**src/design/hdlc_frame_receiver_crc16_assert.svh**
```systemverilog
// assertion macros for the hdlc frame receiver
// no dependencies; included by the top level
`ifndef HDLC_FRAME_RECEIVER_CRC16_ASSERT_SVH
`define HDLC_FRAME_RECEIVER_CRC16_ASSERT_SVH

// same-cycle implication, disabled during reset
`define HDLCRX_ASSERT_NOW(label, clk, rst_n, ante, cons, msg) \
    label: assert property (@(posedge clk) disable iff (!(rst_n)) (ante) |-> (cons)) \
        else $error(msg);

// next-cycle implication, disabled during reset
`define HDLCRX_ASSERT_NEXT(label, clk, rst_n, ante, cons, msg) \
    label: assert property (@(posedge clk) disable iff (!(rst_n)) (ante) |=> (cons)) \
        else $error(msg);

`endif

```
**src/design/hdlcrx_pkg.sv**
```systemverilog
// types, constants and the fcs-16 byte step for the hdlc frame receiver
// no dependencies
package hdlcrx_pkg;

    localparam int BUFFER_SIZE = 128;
    localparam int FILL_W      = $clog2(BUFFER_SIZE + 1);

    localparam logic [7:0]  FLAG_BYTE = 8'h7E;
    localparam logic [7:0]  ESC_BYTE  = 8'h7D;
    localparam logic [7:0]  ESC_XOR   = 8'h20;
    localparam logic [15:0] FCS_INIT  = 16'hFFFF;
    localparam logic [15:0] FCS_GOOD  = 16'hF0B8;
    localparam logic [15:0] FCS_POLY  = 16'h8408;

    localparam logic [FILL_W-1:0] FILL_MAX     = FILL_W'(BUFFER_SIZE);
    localparam logic [FILL_W-1:0] FILL_MIN_OK  = FILL_W'(3);
    localparam logic [FILL_W-1:0] FILL_FCS_LEN = FILL_W'(2);

    typedef enum logic [1:0] {
        EV_DATA     = 2'd0,
        EV_GOOD     = 2'd1,
        EV_CRC_ERR  = 2'd2,
        EV_OVERFLOW = 2'd3
    } t_event;

    typedef enum logic [0:0] {
        CFG_COMMAND_ID     = 1'b0,
        CFG_COMMAND_ENABLE = 1'b1
    } t_cfg_index;

    typedef struct packed {
        logic [7:0] command_id;
        logic       command_enable;
    } t_cfg;

    typedef struct packed {
        t_event     event_res;
        logic [7:0] command_byte;
        logic       command_match;
        logic [7:0] frame_length;
        logic [6:0] byte_index;
        logic [7:0] data_byte;
    } t_result;

    function automatic logic [15:0] fcs_step(input logic [15:0] crc_in, input logic [7:0] b);
        logic [15:0] crc;
        crc = crc_in ^ {8'h00, b};
        for (int i = 0; i < 8; i++) begin
            if (crc[0]) begin
                crc = (crc >> 1) ^ FCS_POLY;
            end else begin
                crc = crc >> 1;
            end
        end
        return crc;
    endfunction

endpackage

```
**src/design/hdlcrx_core.sv**
```systemverilog
// frame state, unescaping, fcs check and result formation for one byte
// depends on hdlcrx_pkg
module hdlcrx_core (
    input  logic               i_clk,
    input  logic               i_rst_n,
    input  logic               i_beat,
    input  logic [7:0]         i_rx_byte,
    input  hdlcrx_pkg::t_cfg   i_cfg,
    output logic               o_res_valid,
    output hdlcrx_pkg::t_result o_res
);
    import hdlcrx_pkg::*;

    logic              r_receiving, n_receiving;
    logic              r_esc, n_esc;
    logic [7:0]        r_prev, n_prev;
    logic [FILL_W-1:0] r_fill, n_fill;
    logic [15:0]       r_crc, n_crc;
    logic [7:0]        r_first, n_first;

    always_comb begin
        logic              is_flag;
        logic              is_esc;
        logic              start;
        logic              cur_esc;
        logic [FILL_W-1:0] cur_fill;
        logic [15:0]       cur_crc;
        logic [7:0]        dat;

        n_receiving = r_receiving;
        n_esc       = r_esc;
        n_prev      = r_prev;
        n_fill      = r_fill;
        n_crc       = r_crc;
        n_first     = r_first;
        o_res_valid = 1'b0;
        o_res       = '0;

        is_flag  = (i_rx_byte == FLAG_BYTE);
        is_esc   = (i_rx_byte == ESC_BYTE);
        start    = !r_receiving && (r_prev == FLAG_BYTE) && !is_flag;
        cur_esc  = start ? 1'b0 : r_esc;
        cur_fill = start ? '0 : r_fill;
        cur_crc  = start ? FCS_INIT : r_crc;
        dat      = cur_esc ? (i_rx_byte ^ ESC_XOR) : i_rx_byte;

        if (i_beat) begin
            n_prev = i_rx_byte;
            if (start || (r_receiving && !is_flag)) begin
                n_receiving = 1'b1;
                n_esc       = cur_esc;
                n_fill      = cur_fill;
                n_crc       = cur_crc;
                if (is_esc) begin
                    n_esc = 1'b1;
                end else begin
                    n_esc = 1'b0;
                    if (cur_fill == '0) begin
                        n_first = dat;
                    end
                    o_res_valid        = 1'b1;
                    o_res.event_res    = EV_DATA;
                    o_res.data_byte    = dat;
                    o_res.byte_index   = 7'(cur_fill);
                    if (cur_fill < FILL_MAX) begin
                        n_fill = cur_fill + FILL_W'(1);
                    end
                    n_crc = fcs_step(cur_crc, dat);
                end
                // overflow check does not apply to the opening byte
                if (!start && (n_fill >= FILL_MAX)) begin
                    o_res_valid     = 1'b1;
                    o_res           = '0;
                    o_res.event_res = EV_OVERFLOW;
                    n_fill          = '0;
                    n_receiving     = 1'b0;
                end
            end else if (r_receiving && is_flag) begin
                n_receiving = 1'b0;
                n_fill      = '0;
                o_res_valid = 1'b1;
                if ((r_crc == FCS_GOOD) && (r_fill >= FILL_MIN_OK)) begin
                    o_res.event_res     = EV_GOOD;
                    o_res.frame_length  = 8'(r_fill - FILL_FCS_LEN);
                    o_res.command_match = i_cfg.command_enable &&
                                          (r_first == i_cfg.command_id);
                    o_res.command_byte  = r_first;
                end else begin
                    o_res.event_res = EV_CRC_ERR;
                end
            end
        end
    end

    always_ff @(posedge i_clk) begin
        if (!i_rst_n) begin
            r_receiving <= 1'b0;
            r_esc       <= 1'b0;
            r_prev      <= '0;
            r_fill      <= '0;
            r_crc       <= FCS_INIT;
            r_first     <= '0;
        end else begin
            r_receiving <= n_receiving;
            r_esc       <= n_esc;
            r_prev      <= n_prev;
            r_fill      <= n_fill;
            r_crc       <= n_crc;
            r_first     <= n_first;
        end
    end

endmodule

```
**src/design/hdlc_frame_receiver_crc16.sv**
```systemverilog
// channel   | dir | tdata (low bit up)                              | tuser
// s_axis    | in  | rx_byte[7:0]                                    | -
// m_axis    | out | data_byte, byte_index, frame_length,            | event_res[1:0]
//           |     | command_match, command_byte (32 bits)           |
// cfg       | in  | i_cfg_we, i_cfg_index (0 command_id, 1 enable), i_cfg_data[7:0]
//
// one byte per cycle while the output register can take a result; a byte that makes
// a result has it in the output register in the cycle after it is accepted
// synchronous active-low reset returns to idle with fcs 0xffff and config zero
// a stalled output blocks input only while the output register stays full
// depends on hdlcrx_pkg, hdlcrx_core and hdlc_frame_receiver_crc16_assert.svh
module hdlc_frame_receiver_crc16 (
    input  logic        i_clk,
    input  logic        i_rst_n,
    input  logic        s_axis_tvalid,
    output logic        s_axis_tready,
    input  logic [7:0]  s_axis_tdata,   // rx_byte[7:0]
    output logic        m_axis_tvalid,
    input  logic        m_axis_tready,
    // data_byte[7:0], byte_index[14:8], frame_length[22:15],
    // command_match[23], command_byte[31:24]
    output logic [31:0] m_axis_tdata,
    output logic [1:0]  m_axis_tuser,   // event_res[1:0]
    input  logic        i_cfg_we,
    input  logic [0:0]  i_cfg_index,
    input  logic [7:0]  i_cfg_data
);
    import hdlcrx_pkg::*;

    `include "hdlc_frame_receiver_crc16_assert.svh"

    t_cfg    r_cfg;
    logic    r_out_valid;
    t_result r_out_res;
    logic    beat;
    logic    res_valid;
    t_result res;

    assign s_axis_tready = !r_out_valid || m_axis_tready;
    assign beat          = s_axis_tvalid && s_axis_tready;

    hdlcrx_core u_core (
        .i_clk       (i_clk),
        .i_rst_n     (i_rst_n),
        .i_beat      (beat),
        .i_rx_byte   (s_axis_tdata),
        .i_cfg       (r_cfg),
        .o_res_valid (res_valid),
        .o_res       (res)
    );

    always_ff @(posedge i_clk) begin
        if (!i_rst_n) begin
            r_cfg <= '0;
        end else if (i_cfg_we) begin
            unique case (t_cfg_index'(i_cfg_index))
                CFG_COMMAND_ID:     r_cfg.command_id     <= i_cfg_data;
                CFG_COMMAND_ENABLE: r_cfg.command_enable <= i_cfg_data[0];
                default:            r_cfg                <= r_cfg;
            endcase
        end
    end

    always_ff @(posedge i_clk) begin
        if (!i_rst_n) begin
            r_out_valid <= 1'b0;
        end else if (s_axis_tready) begin
            r_out_valid <= beat && res_valid;
        end
    end

    always_ff @(posedge i_clk) begin
        if (s_axis_tready && beat && res_valid) begin
            r_out_res <= res;
        end
    end

    assign m_axis_tvalid = r_out_valid;
    assign m_axis_tuser  = r_out_res.event_res;
    assign m_axis_tdata  = {r_out_res.command_byte, r_out_res.command_match,
                            r_out_res.frame_length, r_out_res.byte_index,
                            r_out_res.data_byte};

    `HDLCRX_ASSERT_NOW(a_data_no_frame_fields, i_clk, i_rst_n,
        m_axis_tvalid && (m_axis_tuser == EV_DATA), m_axis_tdata[31:15] == '0,
        "data beat carries frame-end fields")
    `HDLCRX_ASSERT_NOW(a_good_no_data_fields, i_clk, i_rst_n,
        m_axis_tvalid && (m_axis_tuser == EV_GOOD), m_axis_tdata[14:0] == '0,
        "good frame beat carries data fields")
    `HDLCRX_ASSERT_NOW(a_error_all_zero, i_clk, i_rst_n,
        m_axis_tvalid && ((m_axis_tuser == EV_CRC_ERR) || (m_axis_tuser == EV_OVERFLOW)),
        m_axis_tdata == '0, "error beat carries nonzero payload")
    `HDLCRX_ASSERT_NEXT(a_result_registered, i_clk, i_rst_n,
        beat && res_valid, m_axis_tvalid, "result of an accepted byte was dropped")

endmodule

```
**config.mk**
```make
export PLATFORM = sky130hd
export DESIGN_NAME = hdlc_frame_receiver_crc16
export DESIGN_NICKNAME = d
export VERILOG_FILES = /design/src/design/hdlcrx_pkg.sv /design/src/design/hdlcrx_core.sv /design/src/design/hdlc_frame_receiver_crc16.sv
export VERILOG_INCLUDE_DIRS = /design/src /design/src/design
export SDC_FILE = /design/constraint.sdc
export NUM_CORES = 1
export LEC_CHECK = 0
export ABC_AREA = 1
export BUFFER_PORTS_ARGS = -buffer_cell sky130_fd_sc_hd__clkbuf_2
export CAP_MARGIN = 15
export CORE_MARGIN = 2
export CORE_UTILIZATION = 55
export DETAILED_ROUTE_END_ITERATION = 8
export GPL_TIMING_DRIVEN = 0
export PLACE_DENSITY_LB_ADDON = 0.25
export RECOVER_POWER = 100
export REMOVE_ABC_BUFFERS = 1
export SLEW_MARGIN = 30
export SYNTH_ARGS = -nofsm -noshare
export SYNTH_HDL_FRONTEND = slang
export SYNTH_SLANG_ARGS = --single-unit
export TNS_END_PERCENT = 30
```
**constraint.sdc**
```tcl
create_clock -name i_clk -period 2.7 [get_ports i_clk]
set_input_delay 0.54 -clock i_clk [delete_from_list [all_inputs] [get_ports i_clk]]
set_output_delay 0.54 -clock i_clk [all_outputs]
set_load 0.05 [all_outputs]
```
==> flow_results.xml <==
<?xml version="1.0" encoding="UTF-8"?>
<metrics>
  <group name="power_and_ir_drop">
    <metric name="cellPowerDensity" unit="nW/um^2">485.8</metric>
    <metric name="worst_ir_drop_vdd" unit="mV">0.2393</metric>
    <metric name="internal_power" unit="uW">1800</metric>
    <metric name="clockPowerShare" unit="">0.371</metric>
    <metric name="power.net_switching" unit="uW">590.8</metric>
    <metric name="comb_power_share" unit="">0.059</metric>
    <metric name="power_frac_seq" unit="">0.571</metric>
    <metric name="sw_frac_of_total" unit="">0.2472</metric>
    <metric name="power_leakage" unit="uW">0.002197</metric>
  </group>
  <group name="timing">
    <metric name="clock.fmax" unit="MHz">392.9</metric>
    <metric name="slew_margin_rel" unit="">-0.02735</metric>
    <metric name="worst_slew_pin_slew" unit="ns">1.541</metric>
    <metric name="layout_worst_path_cycle_share" unit="">0.9427</metric>
    <metric name="rsz0062_at_grt" unit="">false</metric>
    <metric name="final_period_minus_worst_setup_slack" unit="ns">2.545</metric>
    <metric name="final_setup_skew" unit="ns">0.009985</metric>
    <metric name="whs" unit="ns">0.4154</metric>
    <metric name="postLayoutSetupSlackWorst" unit="ns">0.1546</metric>
    <metric name="maxSlewViolCount" unit="">39</metric>
    <metric name="hold_viol" unit="">0</metric>
    <metric name="report.final.setup_viol" unit="">0</metric>
  </group>
  <group name="setup_path">
    <metric name="crit_path_start" unit="">s_axis_tdata[0]</metric>
    <metric name="critical_path_class" unit="">in2reg</metric>
    <metric name="crit_path_start_kind" unit="">primary input</metric>
    <metric name="cp.required" unit="ns">2.63</metric>
    <metric name="r2r-start" unit="">u_core.r_prev[4]</metric>
    <metric name="critical_path.endpoint_type" unit="">flop</metric>
    <metric name="critical_path.max_fanout" unit="">34</metric>
    <metric name="worstPathArrival" unit="ns">2.47</metric>
  </group>
  <group name="drt">
    <metric name="drt_iter0_drc" unit="">337</metric>
    <metric name="route.vias.total" unit="">3989</metric>
    <metric name="detail_route.vias_per_cell" unit="">5.319</metric>
    <metric name="drt-total-wl" unit="microns">10310</metric>
    <metric name="route.detailed.wl_per_inst" unit="microns">13.75</metric>
    <metric name="antenna_left" unit="">0</metric>
    <metric name="drtPass1Iterations" unit="">5</metric>
    <metric name="drc" unit="">0</metric>
  </group>
  <group name="die">
    <metric name="start_util" unit="">0.5712</metric>
    <metric name="dieArea" unit="sq um">8844</metric>
    <metric name="ios" unit="">58</metric>
    <metric name="core" unit="sq um">7807</metric>
    <metric name="core.rowCount" unit="">32</metric>
    <metric name="die_h" unit="microns">94.05</metric>
    <metric name="chipWidth" unit="microns">94.05</metric>
  </group>
  <group name="yosys">
    <metric name="synth.yosys.seq_area_share" unit="">0.4624</metric>
    <metric name="synthesized_instance_count" unit="">594</metric>
    <metric name="post_synthesis_instance_area" unit="sq um">4459</metric>
    <metric name="fraction_of_registers_with_async_set_reset" unit="">0</metric>
    <metric name="post-synth-top-area-cell" unit="">dfxtp_1</metric>
    <metric name="synth_enable_flop_cells" unit="">34</metric>
    <metric name="synth.ff_latch_count" unit="">86</metric>
    <metric name="dominantRegCellSynth" unit="">dfxtp_1</metric>
    <metric name="yosys-top-cells-area" unit="">dfxtp_1 23%, edfxtp_1 23%, nand2_1 13%</metric>
    <metric name="netlist-cell-type-count" unit="">39</metric>
    <metric name="synthesis.yosys.warnings" unit="">0</metric>
    <metric name="syn_area_per_cell" unit="sq um">7.507</metric>
    <metric name="synthDominantCellAreaShare" unit="">0.2334</metric>
  </group>
  <group name="clock_tree">
    <metric name="cts_buffers" unit="">9</metric>
    <metric name="clk_pin_slew" unit="ns">0.09</metric>
    <metric name="insertion_delay_of_the_later_clocked_pin_in_the_worst_skew_pair" unit="ns">0.36</metric>
    <metric name="clockRootBuffer" unit="">clkbuf_8</metric>
    <metric name="cts-htree-levels" unit="">3</metric>
    <metric name="tritoncts" unit="">done</metric>
    <metric name="sink_count_of_the_clock_tree" unit="">86</metric>
    <metric name="cts.hold.buffers_added" unit="">0</metric>
    <metric name="cts_max_path_buffers" unit="">2</metric>
  </group>
  <group name="place">
    <metric name="numPortBuffers" unit="">57</metric>
    <metric name="placement.setup.worst_slack" unit="ns">-0.3843</metric>
    <metric name="post-dp-hpwl" unit="microns">7320</metric>
    <metric name="finalWeightedCongestion" unit="">0.9488</metric>
  </group>
  <group name="grt">
    <metric name="antenna_violations_before_repair" unit="">0</metric>
    <metric name="grt_first_pass_wirelength" unit="microns">16970</metric>
    <metric name="grt_overflow" unit="">0</metric>
    <metric name="grt_usage" unit="">0.2450</metric>
    <metric name="largest_net_degree_at_the_start_of_global_routing" unit="">39</metric>
    <metric name="number_of_global_route_vias_before_repair" unit="">3674</metric>
  </group>
  <group name="finish">
    <metric name="number_of_antenna_repair_diodes" unit="">0</metric>
    <metric name="layout-drive-gt1-share" unit="">0.1127</metric>
    <metric name="flow.area_growth_from_synthesis" unit="%">10.35</metric>
    <metric name="final_util" unit="">0.6303</metric>
    <metric name="finalNetCount" unit="">668</metric>
    <metric name="layout_fillers" unit="">716</metric>
    <metric name="seqCellArea" unit="sq um">2062</metric>
    <metric name="multi_input_area" unit="sq um">2016</metric>
  </group>
  <group name="run_status">
    <metric name="violations" unit="">max-capacitance violations, max-slew violations</metric>
    <metric name="status" unit="">complete, but fails checks</metric>
  </group>
  <group name="min_path">
    <metric name="timing.hold.worst.start" unit="">i_cfg_data[1]</metric>
    <metric name="hp-class" unit="">in2reg</metric>
  </group>
  <group name="flow_run">
    <metric name="cap_violations" unit="">1</metric>
  </group>
</metrics>
## power groups by stage
| stage | registers (uW) | logic [uW] | clock network [uW] |
|---|---|---|---|
| after floorplan | 1390 | 86.5 | 0 |
| after global routing | 1370 | 160 | 961 |
| after CTS | 1360 | 139 | 901 |
| after global placement | 1390 | 134 | 0 |
| final | 1360 | 140 | 886 |
| after detailed placement | 1390 | 139 | 0 |
## worst paths after layout
kind / endpoint / slack [ns] / cells past startpoint
max: m_axis_tdata[24] / 0.15 / 8
max reg2reg: u_core.r_first[1] / 0.22 / 11
min: r_cfg[2] / 0.42 / 3
min reg2reg: r_cfg[0] / 0.47 / 2
## synthesized netlist by cell type (all sizes together) (2+ instances only)
library cell  instances
o211ai                5
dfxtp                52
clkbuf               11
xnor2                 2
nor4                  3
nand4                 8
o22ai                 2
a21oi                42
edfxtp               34
nand2               161
inv                  73
nor2                 93
xor2                  7
nor3                  6
buf                   8
ha                    3
nand3                44
o21ai                33
## registers in the layout (all words and copies together), names as in the netlist
register	cells
m_axis_tdata	32
m_axis_tuser	2
m_axis_tvalid	1
r_cfg	9
u_core.r_crc	16
u_core.r_esc	1
u_core.r_fill	8
u_core.r_first	8
u_core.r_prev	8
u_core.r_receiving	1
## cells in the final DEF, fill, tap and decap left out, types with 2 or more instances in the layout
cell | netlist | routed
nand3_2 | 3 | 3
xnor2_1 | 2 | 2
clkbuf_2 | 0 | 20
nor2_1 | 82 | 82
nand4_1 | 6 | 6
nand2_2 | 5 | 3
o211ai_1 | 5 | 5
edfxtp_1 | 34 | 34
inv_1 | 66 | 65
o21ai_1 | 2 | 2
clkbuf_8 | 0 | 9
o22ai_1 | 2 | 2
nand3_1 | 40 | 40
a21oi_1 | 40 | 40
inv_2 | 7 | 7
nand4_2 | 2 | 2
xor2_1 | 7 | 7
o21ai_0 | 31 | 31
clkbuf_1 | 11 | 37
clkinvlp_4 | 0 | 3
nand2_4 | 3 | 3
nand2_1 | 153 | 155
ha_1 | 3 | 3
nor4_1 | 3 | 3
nor3_1 | 5 | 5
dfxtp_1 | 52 | 52
nor2_2 | 6 | 6
nor2_4 | 5 | 5
## worst max-delay path, cell delays in order
cell,delay (ns)
clkbuf_2,0.14
inv_2,0.09
nor3_1,0.22
nand2_2,0.33
inv_2,0.40
nand3_1,0.13
nand2_1,0.13
clkinv_2,0.46
## metal layers
layer  GRT usage  part of all wire  wire [microns]  vias to the layer above
li1            -                 -               -                     2015
met1      0.3275              0.45            4633                     1805
met2      0.3940              0.46            4726                      146
met3     0.05056             0.065             668                       23
met4     0.08816             0.027             283                        0
met5           0                 0               0                        -
## cell families after synthesis
group                    after synthesis  share of synthesized area
flip-flops                            86                     0.4624
AND/OR/NAND/NOR                      316                     0.3165
buffers and inverters                 93                    0.08446
adder cells (fa/ha/maj)                3                   0.008418
AO/OA/AOI/OAI                         86                     0.1080
multiplexers                           1                   0.002525
XOR/XNOR                               9                    0.01768
## timing repair
item	CTS	global route
setup endpoints to repair	34	34
hold endpoints to repair	0	0
buffers inserted	0	0
pin swaps	0	0
gates resized for setup	1	1
## through the flow
stage	cells	cell area [sq um]	setup TNS [ns]	power [uW]
detailed placement	734	4773	-17.04	1533
global route	750	4921	0	2486
finish	750	4921	0	2391
floorplan	575	4360	-0.3916	1478
CTS	750	4974	0	2405
global placement	734	4773	-26.57	1527
## cell type report
| cell class | instances | area share |
|---|---|---|
| clock inverters | 6 | 0.009916 |
| flip-flops and latches | 86 | 0.4190 |
| inverters | 74 | 0.05670 |
| repair buffers | 57 | 0.04856 |
| multi-input cells | 415 | 0.4096 |
| clock buffers | 10 | 0.03026 |
| well taps | 102 | 0.02593 |
No activity file was read; power rests on OpenSTA's default activity.
